File: src/rtl/md5_pkg.sv
// ----------------------------------------------------------------------------
// md5_pkg
// Shared types, constants and round tables for the MD5 digest engine.
// ----------------------------------------------------------------------------
`default_nettype none

package md5_pkg;

  localparam int WordW  = 32;
  localparam int CountW = 61;
  localparam int LenW   = 64;
  localparam int Rounds = 64;
  localparam int RndW   = $clog2(Rounds);
  localparam int FillW  = 6;
  localparam int BufDepth = 16;
  localparam int BufAddrW = $clog2(BufDepth);

  localparam logic [FillW-1:0] FillLast   = 6'd63;
  localparam logic [FillW-1:0] FillLenPos = 6'd56;
  localparam logic [7:0]       PadMark    = 8'h80;
  localparam logic [RndW-1:0]  RndLast    = 6'd63;

  localparam logic [WordW-1:0] InitA = 32'h67452301;
  localparam logic [WordW-1:0] InitB = 32'hefcdab89;
  localparam logic [WordW-1:0] InitC = 32'h98badcfe;
  localparam logic [WordW-1:0] InitD = 32'h10325476;

  typedef struct packed {
    logic [7:0] data_byte;
    logic       has_byte;
    logic       end_of_message;
  } md5_in_t;

  typedef struct packed {
    logic [31:0] digest_word;
    logic [1:0]  word_index;
    logic        last_word;
  } md5_out_t;

  // byte write into the block buffer
  typedef struct packed {
    logic                we;
    logic [BufAddrW-1:0] word;
    logic [1:0]          lane;
    logic [7:0]          data;
  } md5_buf_wr_t;

  typedef enum logic [2:0] {
    S_IDLE,
    S_COMPRESS,
    S_UPDATE,
    S_PAD,
    S_DONE
  } md5_state_t;

  function automatic logic [WordW-1:0] sine_k(input logic [RndW-1:0] r);
    logic [WordW-1:0] k;
    case (r)
      6'd0:  k = 32'hd76aa478;  6'd1:  k = 32'he8c7b756;
      6'd2:  k = 32'h242070db;  6'd3:  k = 32'hc1bdceee;
      6'd4:  k = 32'hf57c0faf;  6'd5:  k = 32'h4787c62a;
      6'd6:  k = 32'ha8304613;  6'd7:  k = 32'hfd469501;
      6'd8:  k = 32'h698098d8;  6'd9:  k = 32'h8b44f7af;
      6'd10: k = 32'hffff5bb1;  6'd11: k = 32'h895cd7be;
      6'd12: k = 32'h6b901122;  6'd13: k = 32'hfd987193;
      6'd14: k = 32'ha679438e;  6'd15: k = 32'h49b40821;
      6'd16: k = 32'hf61e2562;  6'd17: k = 32'hc040b340;
      6'd18: k = 32'h265e5a51;  6'd19: k = 32'he9b6c7aa;
      6'd20: k = 32'hd62f105d;  6'd21: k = 32'h02441453;
      6'd22: k = 32'hd8a1e681;  6'd23: k = 32'he7d3fbc8;
      6'd24: k = 32'h21e1cde6;  6'd25: k = 32'hc33707d6;
      6'd26: k = 32'hf4d50d87;  6'd27: k = 32'h455a14ed;
      6'd28: k = 32'ha9e3e905;  6'd29: k = 32'hfcefa3f8;
      6'd30: k = 32'h676f02d9;  6'd31: k = 32'h8d2a4c8a;
      6'd32: k = 32'hfffa3942;  6'd33: k = 32'h8771f681;
      6'd34: k = 32'h6d9d6122;  6'd35: k = 32'hfde5380c;
      6'd36: k = 32'ha4beea44;  6'd37: k = 32'h4bdecfa9;
      6'd38: k = 32'hf6bb4b60;  6'd39: k = 32'hbebfbc70;
      6'd40: k = 32'h289b7ec6;  6'd41: k = 32'heaa127fa;
      6'd42: k = 32'hd4ef3085;  6'd43: k = 32'h04881d05;
      6'd44: k = 32'hd9d4d039;  6'd45: k = 32'he6db99e5;
      6'd46: k = 32'h1fa27cf8;  6'd47: k = 32'hc4ac5665;
      6'd48: k = 32'hf4292244;  6'd49: k = 32'h432aff97;
      6'd50: k = 32'hab9423a7;  6'd51: k = 32'hfc93a039;
      6'd52: k = 32'h655b59c3;  6'd53: k = 32'h8f0ccc92;
      6'd54: k = 32'hffeff47d;  6'd55: k = 32'h85845dd1;
      6'd56: k = 32'h6fa87e4f;  6'd57: k = 32'hfe2ce6e0;
      6'd58: k = 32'ha3014314;  6'd59: k = 32'h4e0811a1;
      6'd60: k = 32'hf7537e82;  6'd61: k = 32'hbd3af235;
      6'd62: k = 32'h2ad7d2bb;  6'd63: k = 32'heb86d391;
      default: k = 32'h0;
    endcase
    return k;
  endfunction

  function automatic logic [4:0] rot_amt(input logic [RndW-1:0] r);
    logic [4:0] s;
    case ({r[5:4], r[1:0]})
      4'h0: s = 5'd7;   4'h1: s = 5'd12;  4'h2: s = 5'd17;  4'h3: s = 5'd22;
      4'h4: s = 5'd5;   4'h5: s = 5'd9;   4'h6: s = 5'd14;  4'h7: s = 5'd20;
      4'h8: s = 5'd4;   4'h9: s = 5'd11;  4'ha: s = 5'd16;  4'hb: s = 5'd23;
      4'hc: s = 5'd6;   4'hd: s = 5'd10;  4'he: s = 5'd15;  4'hf: s = 5'd21;
      default: s = 5'd0;
    endcase
    return s;
  endfunction

  // message word used by each round
  function automatic logic [BufAddrW-1:0] msg_index(input logic [RndW-1:0] r);
    logic [BufAddrW-1:0] r4;
    logic [BufAddrW-1:0] g;
    r4 = r[BufAddrW-1:0];
    case (r[5:4])
      2'd0:    g = r4;
      2'd1:    g = 4'({r4, 2'b00} + r4 + 4'd1);
      2'd2:    g = 4'({r4, 1'b0} + r4 + 4'd5);
      default: g = 4'({r4, 3'b000} - {1'b0, r4});
    endcase
    return g;
  endfunction

endpackage

`default_nettype wire

File: src/rtl/md5_message_digest.sv
// ----------------------------------------------------------------------------
// md5_message_digest
// Streaming MD5 engine: byte intake, padding, 64-round compression, digest.
// ----------------------------------------------------------------------------
// Channel  | Signals                    | Payload
// item     | item_valid / item_ready    | md5_in_t: data_byte, has_byte, end_of_message
// digest   | digest_valid / digest_ready| md5_out_t: digest_word, word_index, last_word
//
// Bytes are taken while idle. Every 64th byte starts the compression: 64
// rounds on the shared round unit, then the chaining add. End of message
// pads one byte per cycle, pausing to compress a full block (up to 72 bytes,
// one or two blocks), then hands the digest to the output register, four transfers.
// item_ready is low while compressing, padding, or while a finished digest
// cannot yet be loaded because the previous one is still draining.
// Synchronous reset rst restores the initial chaining values.
// ----------------------------------------------------------------------------
`default_nettype none

module md5_message_digest (
  input  wire                clk,
  input  wire                rst,
  input  wire                item_valid,
  output logic               item_ready,
  input  md5_pkg::md5_in_t   item,
  output logic               digest_valid,
  input  wire                digest_ready,
  output md5_pkg::md5_out_t  digest
);

  localparam int W = md5_pkg::WordW;

  md5_pkg::md5_state_t state, state_next;

  logic [md5_pkg::RndW-1:0]   rnd;
  logic [md5_pkg::RndW-1:0]   rd_rnd;
  logic [md5_pkg::FillW-1:0]  fill;
  logic [md5_pkg::CountW-1:0] count;
  logic [md5_pkg::CountW-1:0] count_next;
  logic [md5_pkg::LenW-1:0]   len_bits;
  logic pad_active, mark_sent, len_started, pad_done;

  logic [W-1:0] ch_a, ch_b, ch_c, ch_d;
  logic [W-1:0] wa, wb, wc, wd;
  logic [W-1:0] b_new;
  logic [W-1:0] msg_word;
  logic [W-1:0] dig [4];
  logic         out_busy;
  logic [1:0]   out_idx;

  logic                  accept;
  logic                  push_en;
  logic [7:0]            push_byte;
  logic                  len_phase;
  md5_pkg::md5_buf_wr_t  buf_wr;

  assign accept     = item_valid && item_ready;
  assign count_next = item.has_byte ? count + 1'b1 : count;
  assign len_phase  = mark_sent && (len_started || fill == md5_pkg::FillLenPos);

  // next state
  always_comb begin
    state_next = state;
    unique case (state)
      md5_pkg::S_IDLE: begin
        if (accept) begin
          if (item.has_byte && fill == md5_pkg::FillLast) begin
            state_next = md5_pkg::S_COMPRESS;
          end else if (item.end_of_message) begin
            state_next = md5_pkg::S_PAD;
          end
        end
      end
      md5_pkg::S_COMPRESS: begin
        if (rnd == md5_pkg::RndLast) begin
          state_next = md5_pkg::S_UPDATE;
        end
      end
      md5_pkg::S_UPDATE: begin
        if (pad_done) begin
          state_next = md5_pkg::S_DONE;
        end else if (pad_active) begin
          state_next = md5_pkg::S_PAD;
        end else begin
          state_next = md5_pkg::S_IDLE;
        end
      end
      md5_pkg::S_PAD: begin
        if (fill == md5_pkg::FillLast) begin
          state_next = md5_pkg::S_COMPRESS;
        end
      end
      md5_pkg::S_DONE: begin
        if (!out_busy) begin
          state_next = md5_pkg::S_IDLE;
        end
      end
      default: state_next = md5_pkg::S_IDLE;
    endcase
  end

  // outputs of the sequencer
  always_comb begin
    item_ready = 1'b0;
    push_en    = 1'b0;
    push_byte  = item.data_byte;
    unique case (state)
      md5_pkg::S_IDLE: begin
        item_ready = 1'b1;
        push_en    = item_valid && item.has_byte;
      end
      md5_pkg::S_PAD: begin
        push_en = 1'b1;
        if (!mark_sent) begin
          push_byte = md5_pkg::PadMark;
        end else if (len_phase) begin
          push_byte = len_bits[{fill[2:0], 3'b000} +: 8];
        end else begin
          push_byte = 8'h00;
        end
      end
      default: begin
        item_ready = 1'b0;
      end
    endcase
  end

  assign buf_wr.we   = push_en;
  assign buf_wr.word = fill[md5_pkg::FillW-1:2];
  assign buf_wr.lane = fill[1:0];
  assign buf_wr.data = push_byte;

  // fetch the next round's message word, since the buffer read is registered
  assign rd_rnd = (state == md5_pkg::S_COMPRESS) ? rnd + 1'b1 : '0;

  md5_blk_buf #(
    .Width (md5_pkg::WordW),
    .Depth (md5_pkg::BufDepth)
  ) u_buf (
    .clk     (clk),
    .we      (buf_wr.we),
    .wr_addr (buf_wr.word),
    .wr_lane (buf_wr.lane),
    .wr_data (buf_wr.data),
    .rd_addr (md5_pkg::msg_index(rd_rnd)),
    .rd_data (msg_word)
  );

  md5_round u_round (
    .rnd   (rnd),
    .a     (wa),
    .b     (wb),
    .c     (wc),
    .d     (wd),
    .m     (msg_word),
    .b_new (b_new)
  );

  always_ff @(posedge clk) begin
    if (rst) begin
      state       <= md5_pkg::S_IDLE;
      rnd         <= '0;
      fill        <= '0;
      count       <= '0;
      pad_active  <= 1'b0;
      mark_sent   <= 1'b0;
      len_started <= 1'b0;
      pad_done    <= 1'b0;
      ch_a        <= md5_pkg::InitA;
      ch_b        <= md5_pkg::InitB;
      ch_c        <= md5_pkg::InitC;
      ch_d        <= md5_pkg::InitD;
      out_busy    <= 1'b0;
      out_idx     <= '0;
    end else begin
      state <= state_next;

      if (push_en) begin
        fill <= fill + 1'b1;
      end

      // latch the working copy as the last byte of a block lands
      if (push_en && fill == md5_pkg::FillLast) begin
        wa <= ch_a;
        wb <= ch_b;
        wc <= ch_c;
        wd <= ch_d;
      end

      if (accept) begin
        count <= count_next;
        if (item.end_of_message) begin
          pad_active <= 1'b1;
          len_bits   <= {count_next, 3'b000};
        end
      end

      if (state == md5_pkg::S_PAD) begin
        if (!mark_sent) begin
          mark_sent <= 1'b1;
        end else if (fill == md5_pkg::FillLenPos) begin
          len_started <= 1'b1;
        end
        if (len_phase && fill == md5_pkg::FillLast) begin
          pad_done <= 1'b1;
        end
      end

      if (state == md5_pkg::S_COMPRESS) begin
        wa  <= wd;
        wb  <= b_new;
        wc  <= wb;
        wd  <= wc;
        rnd <= rnd + 1'b1;
      end

      if (state == md5_pkg::S_UPDATE) begin
        ch_a <= ch_a + wa;
        ch_b <= ch_b + wb;
        ch_c <= ch_c + wc;
        ch_d <= ch_d + wd;
      end

      // advance through the four digest words
      if (out_busy && digest_ready) begin
        out_idx <= out_idx + 1'b1;
        if (out_idx == 2'd3) begin
          out_busy <= 1'b0;
        end
      end

      // hand off the digest and start the next message
      if (state == md5_pkg::S_DONE && !out_busy) begin
        dig[0]      <= ch_a;
        dig[1]      <= ch_b;
        dig[2]      <= ch_c;
        dig[3]      <= ch_d;
        out_busy    <= 1'b1;
        out_idx     <= '0;
        ch_a        <= md5_pkg::InitA;
        ch_b        <= md5_pkg::InitB;
        ch_c        <= md5_pkg::InitC;
        ch_d        <= md5_pkg::InitD;
        count       <= '0;
        pad_active  <= 1'b0;
        mark_sent   <= 1'b0;
        len_started <= 1'b0;
        pad_done    <= 1'b0;
      end
    end
  end

  assign digest_valid       = out_busy;
  assign digest.digest_word = dig[out_idx];
  assign digest.word_index  = out_idx;
  assign digest.last_word   = (out_idx == 2'd3);

  a_compress_fill: assert property (@(posedge clk) disable iff (rst)
    state == md5_pkg::S_COMPRESS |-> fill == '0)
    else $error("block buffer not empty during compression");

  a_rounds_done: assert property (@(posedge clk) disable iff (rst)
    (state == md5_pkg::S_COMPRESS && rnd == md5_pkg::RndLast) |=>
      (state == md5_pkg::S_UPDATE && rnd == '0))
    else $error("compression did not end after the last round");

  a_end_leaves_idle: assert property (@(posedge clk) disable iff (rst)
    (accept && item.end_of_message) |=> state != md5_pkg::S_IDLE)
    else $error("end of message did not start padding");

  a_digest_fresh: assert property (@(posedge clk) disable iff (rst)
    $rose(out_busy) |-> (count == '0 && fill == '0 && out_idx == '0))
    else $error("digest loaded without reinitializing");

  a_idx_idle: assert property (@(posedge clk) disable iff (rst)
    !out_busy |-> out_idx == '0)
    else $error("digest word index not cleared after last transfer");

endmodule

`default_nettype wire

File: src/rtl/md5_blk_buf.sv
// ----------------------------------------------------------------------------
// md5_blk_buf
// Small RAM with byte-lane writes and a registered word read.
// ----------------------------------------------------------------------------
`default_nettype none

module md5_blk_buf #(
  parameter int Width = md5_pkg::WordW,
  parameter int Depth = md5_pkg::BufDepth
) (
  input  wire                        clk,
  input  wire                        we,
  input  wire [$clog2(Depth)-1:0]    wr_addr,
  input  wire [$clog2(Width/8)-1:0]  wr_lane,
  input  wire [7:0]                  wr_data,
  input  wire [$clog2(Depth)-1:0]    rd_addr,
  output logic [Width-1:0]           rd_data
);

  logic [Width-1:0] words [Depth];

  // bytes land in order, so each word is complete before a block is read
  always_ff @(posedge clk) begin
    if (we) begin
      words[wr_addr][{wr_lane, 3'b000} +: 8] <= wr_data;
    end
    rd_data <= words[rd_addr];
  end

endmodule

`default_nettype wire

File: src/rtl/md5_round.sv
// ----------------------------------------------------------------------------
// md5_round
// One MD5 round step: round function, add chain and left rotate.
// ----------------------------------------------------------------------------
`default_nettype none

module md5_round (
  input  wire [md5_pkg::RndW-1:0]  rnd,
  input  wire [md5_pkg::WordW-1:0] a,
  input  wire [md5_pkg::WordW-1:0] b,
  input  wire [md5_pkg::WordW-1:0] c,
  input  wire [md5_pkg::WordW-1:0] d,
  input  wire [md5_pkg::WordW-1:0] m,
  output logic [md5_pkg::WordW-1:0] b_new
);

  logic [md5_pkg::WordW-1:0]   f;
  logic [md5_pkg::WordW-1:0]   sum;
  logic [2*md5_pkg::WordW-1:0] dbl;

  always_comb begin
    case (rnd[5:4])
      2'd0:    f = (b & c) | (~b & d);
      2'd1:    f = (d & b) | (~d & c);
      2'd2:    f = b ^ c ^ d;
      default: f = c ^ (b | ~d);
    endcase
  end

  assign sum   = a + f + md5_pkg::sine_k(rnd) + m;
  assign dbl   = {sum, sum} << md5_pkg::rot_amt(rnd);
  assign b_new = b + dbl[2*md5_pkg::WordW-1:md5_pkg::WordW];

endmodule

`default_nettype wire
File: config.mk
export PLATFORM = sky130hd
export DESIGN_NAME = md5_message_digest
export DESIGN_NICKNAME = d
export VERILOG_FILES = /design/src/rtl/md5_pkg.sv /design/src/rtl/md5_message_digest.sv /design/src/rtl/md5_blk_buf.sv /design/src/rtl/md5_round.sv
export SDC_FILE = /design/constraint.sdc
export NUM_CORES = 2
export LEC_CHECK = 0
export ABC_AREA = 1
export BUFFER_PORTS_ARGS = -buffer_cell sky130_fd_sc_hd__buf_2
export CAP_MARGIN = 40
export CORE_MARGIN = 5
export CORE_UTILIZATION = 48
export CTS_CLUSTER_DIAMETER = 50
export DETAILED_ROUTE_END_ITERATION = 8
export PLACE_DENSITY = 0.75
export SYNTH_ARGS = -nofsm -noshare
export SYNTH_HDL_FRONTEND = slang
export SYNTH_HIERARCHICAL = 1
export SYNTH_SLANG_ARGS = --single-unit
File: constraint.sdc
create_clock -name clk -period 8.38 [get_ports clk]
set_clock_uncertainty 0.05 [all_clocks]
set_input_delay 0 -clock clk [delete_from_list [all_inputs] [get_ports clk]]
set_output_delay 0 -clock clk [all_outputs]
set_load 0.1 [all_outputs]
==> impl_metrics.env <==
export IMPL_tightest_slew_ns=1.07
export IMPL_antenna_found_initial=5
export IMPL_finalCritPeriodShare_pct=93.5
export IMPL_netlist_top_cells_area="edfxtp_1 38%, nand2_1 14%, nand3_1 7.4%"
export IMPL_arrival_ns=8.34
export IMPL_seq_area_frac_synth_pct=44.9
export IMPL_nFillCells=12500
export IMPL_cts_tree="done"
export IMPL_min_period_ns=7.84
export IMPL_slowest_delay_ns=0.75
export IMPL_synthFlopType="edfxtp_1"
export IMPL_ir_drop_uv=464
export IMPL_clk_root_buffer_cell="clkbuf_16"
export IMPL_netlist_cell_type_count=76
export IMPL_wl_per_cell_um=23.0
export IMPL_powerDensity_nw_per_um2=492
export IMPL_synthCells=8563
export IMPL_synth_top_area_cell="edfxtp_1"
export IMPL_async_flop_share_pct=0
export IMPL_ys_ff_latch=1074
export IMPL_clkTransAtPathRegs_ns=0.06
export IMPL_setup_tns_ns=0
export IMPL_slew_headroom_pct=28.5
export IMPL_synthDominantCellAreaShare_pct=37.6
export IMPL_drive_gt1_share_pct=8.56
export IMPL_crit_type="flop to flop"
export IMPL_start_util_pct=48.3
export IMPL_max_freq_mhz=128
export IMPL_regToRegSetupSlack_ns=0.54
export IMPL_crit_end="wb[31]"
export IMPL_fp_row_count=136
export IMPL_synth_warnings=6
export IMPL_power_uw=36900
export IMPL_ant_nets=0
export IMPL_drv_cap=0
export IMPL_postSynthAreaPerCell_sq_um=7.74
export IMPL_cp_start_kind="flop"
export IMPL_cts_buffer_depth=3
export IMPL_fin_cells=10700
export IMPL_status="finished, final reports clean"
export IMPL_route_final_wire_length_mm=246
export IMPL_min_path_type="primary input to flop"
export IMPL_critical_path_max_fanout=17
export IMPL_synth_net_count=8867
export IMPL_power_leakage_uw=0.0337
export IMPL_hold_viol=0
export IMPL_first_pass_iters=9
export IMPL_setup_ws_ns=0.541
export IMPL_crit_start="rnd[0]"
export IMPL_grt_ovfl_total=0
export IMPL_hpwl_mm=182
export IMPL_crit_top_cell="nand2_1"
export IMPL_multi_input_area_sq_um=30200
export IMPL_via_count=62100
export IMPL_area_delta_synth_final_pct=13.1
export IMPL_die_area_sq_um=146000
export IMPL_die_x_um=382
export IMPL_h_tree_depth=4
export IMPL_reg2regPathDepth=46
export IMPL_cts_sinks=1074
export IMPL_grt_start_max_net_pins=130
export IMPL_pre_cts_ws_ns=0.598
export IMPL_grt_pass1_wl_mm=361
export IMPL_crit_required_ns=8.88
export IMPL_fin_nets=9110
export IMPL_numCtsBuffers=137
export IMPL_drv_slew=0
export IMPL_setup_viol=0
export IMPL_drc=0
export IMPL_dp_cells=10400
export IMPL_netlist_area_sq_um=66300
export IMPL_io_pins=51
export IMPL_drt_initial_drc_count=8123
export IMPL_synth_edf_count=829
export IMPL_cp_end_kind="flop"
export IMPL_gp_congestion=1.00
export IMPL_rsz0062_at_grt="false"
export IMPL_fp_dieH_um=382
export IMPL_timing_rr_end="wb[31]"
export IMPL_clk_latency_ns=0.81
export IMPL_via_per_inst=5.80
export IMPL_cpMaxStageDelayCell="a221oi_1"
export IMPL_core_sq_um=137000
export IMPL_io_buffers=50
export IMPL_grt_pass1_vias=57400
export IMPL_ff_latch_area_sq_um=29800
export IMPL_grt_usage_pct=32.6
export IMPL_reg2reg_from="rnd[0]"
cells in the mapped netlist (all sizes together) (10+ instances only):
library cell and n:
ha 222, a21oi 511, a221oi 15, o21a 10, nand4 58, dfxtp 245, o22ai 46, fa 68
nand3 999, o31ai 31, nand3b 20, inv 1269, o21bai 36, o211ai 24, clkbuf 151, nor2 617
or2 18, edfxtp 829, xor2 106, buf 166, xnor2 21, nand2 2419, and2 10, o221ai 12
nor3 79, o21ai 500
sequential cells by signal, summed over array words and instances (netlist names), named ones only:
name and flops:
pad_active 1, pad_done 1, ch_b 32, fill 6, wd 32, mark_sent 1
u_buf/rd_data 32, ch_a 32, ch_c 32, state 3, wa 32, out_idx 2
ch_d 32, dig 128, digest_valid 1, count 61, len_bits 61, u_buf/words 512
len_started 1, wc 32, rnd 6, wb 32
what timing repair did:
item / in CTS / in global routing
resized for setup: 0 / 0
hold endpoints to repair: 180 / 0
buffers inserted: 0 / 0
hold buffers: 13 / 0
how the worst min path moves through the flow:
stage                             from  cells after the start            to  slack, ns
after floorplan                item[0]                      2    pad_active       0.12
after global placement    digest_ready                      4          flop       0.29
after detailed placement  digest_ready                      4  digest_valid       0.32
after CTS                      item[0]                      4    pad_active       0.05
after global routing           item[0]                      4    pad_active       0.07
final                          item[0]                      4    pad_active        0.1
cells by family after synthesis:
group,count (synthesis),synth area share (%)
simple gates,4235,27.0
xor+xnor,127,1.69
buf+inv,1589,9.70
fa+ha+maj,290,6.24
flops,1074,44.9
compound gates,1245,10.4
mux,3,0.0453
cell type report:
| cell class | count | area share, % |
|---|---|---|
| Sequential cell | 1074 | 39.8 |
| Clock inverter | 83 | 1.31 |
| Inverter | 1272 | 6.40 |
| Timing Repair Buffer | 421 | 4.39 |
| Multi-Input combinational cell | 5900 | 40.3 |
| Tap cell | 1794 | 2.99 |
| Clock buffer | 168 | 4.87 |
| Antenna cell | 4 | 0.0134 |
metal layers:
| metal | wire length (um) | GRT usage, % |
|---|---|---|
| met1 | 100000 | 44.7 |
| met2 | 108000 | 50.2 |
| met3 | 25000 | 6.43 |
| met4 | 12800 | 14.6 |
| met5 | 34 | 0 |
layout by cell type, fill, tap and decap left out, drive strengths merged, types with 106 or more instances in the layout:
| cell | netlist | routed |
|---|---|---|
| a21oi | 511 | 511 |
| buf | 166 | 408 |
| clkbuf | 151 | 168 |
| dfxtp | 245 | 245 |
| edfxtp | 829 | 829 |
| ha | 222 | 222 |
| inv | 1269 | 1290 |
| nand2 | 2419 | 2419 |
| nand3 | 999 | 999 |
| nor2 | 617 | 617 |
| o21ai | 500 | 500 |
| xor2 | 106 | 106 |
report_power, final:
group / internal [uW] / switching [uW]
Clock: 3410 / 2530
Sequential: 6610 / 828
Combinational: 8680 / 14800
Total: 18700 / 18200
worst max-delay path: cells and delay by family (launching register included):
| family | cells | cell delay, ns |
|---|---|---|
| simple gates | 27 | 3.03 |
| flops | 1 | 0.33 |
| compound gates | 7 | 1.64 |
| fa+ha+maj | 4 | 1.35 |
| buf+inv | 8 | 1.23 |
per-stage QoR:
step	instance area [sq um]	hold WS, ns	utilization, %
after floorplan	66300	0.116	-
after global placement	69800	0.290	50.8
after detailed placement	70200	0.325	51.1
after CTS	74900	0.0460	54.6
after global routing	75000	0.0686	54.6
final	75000	0.0980	54.6
Power figures use the tool's default switching activity.
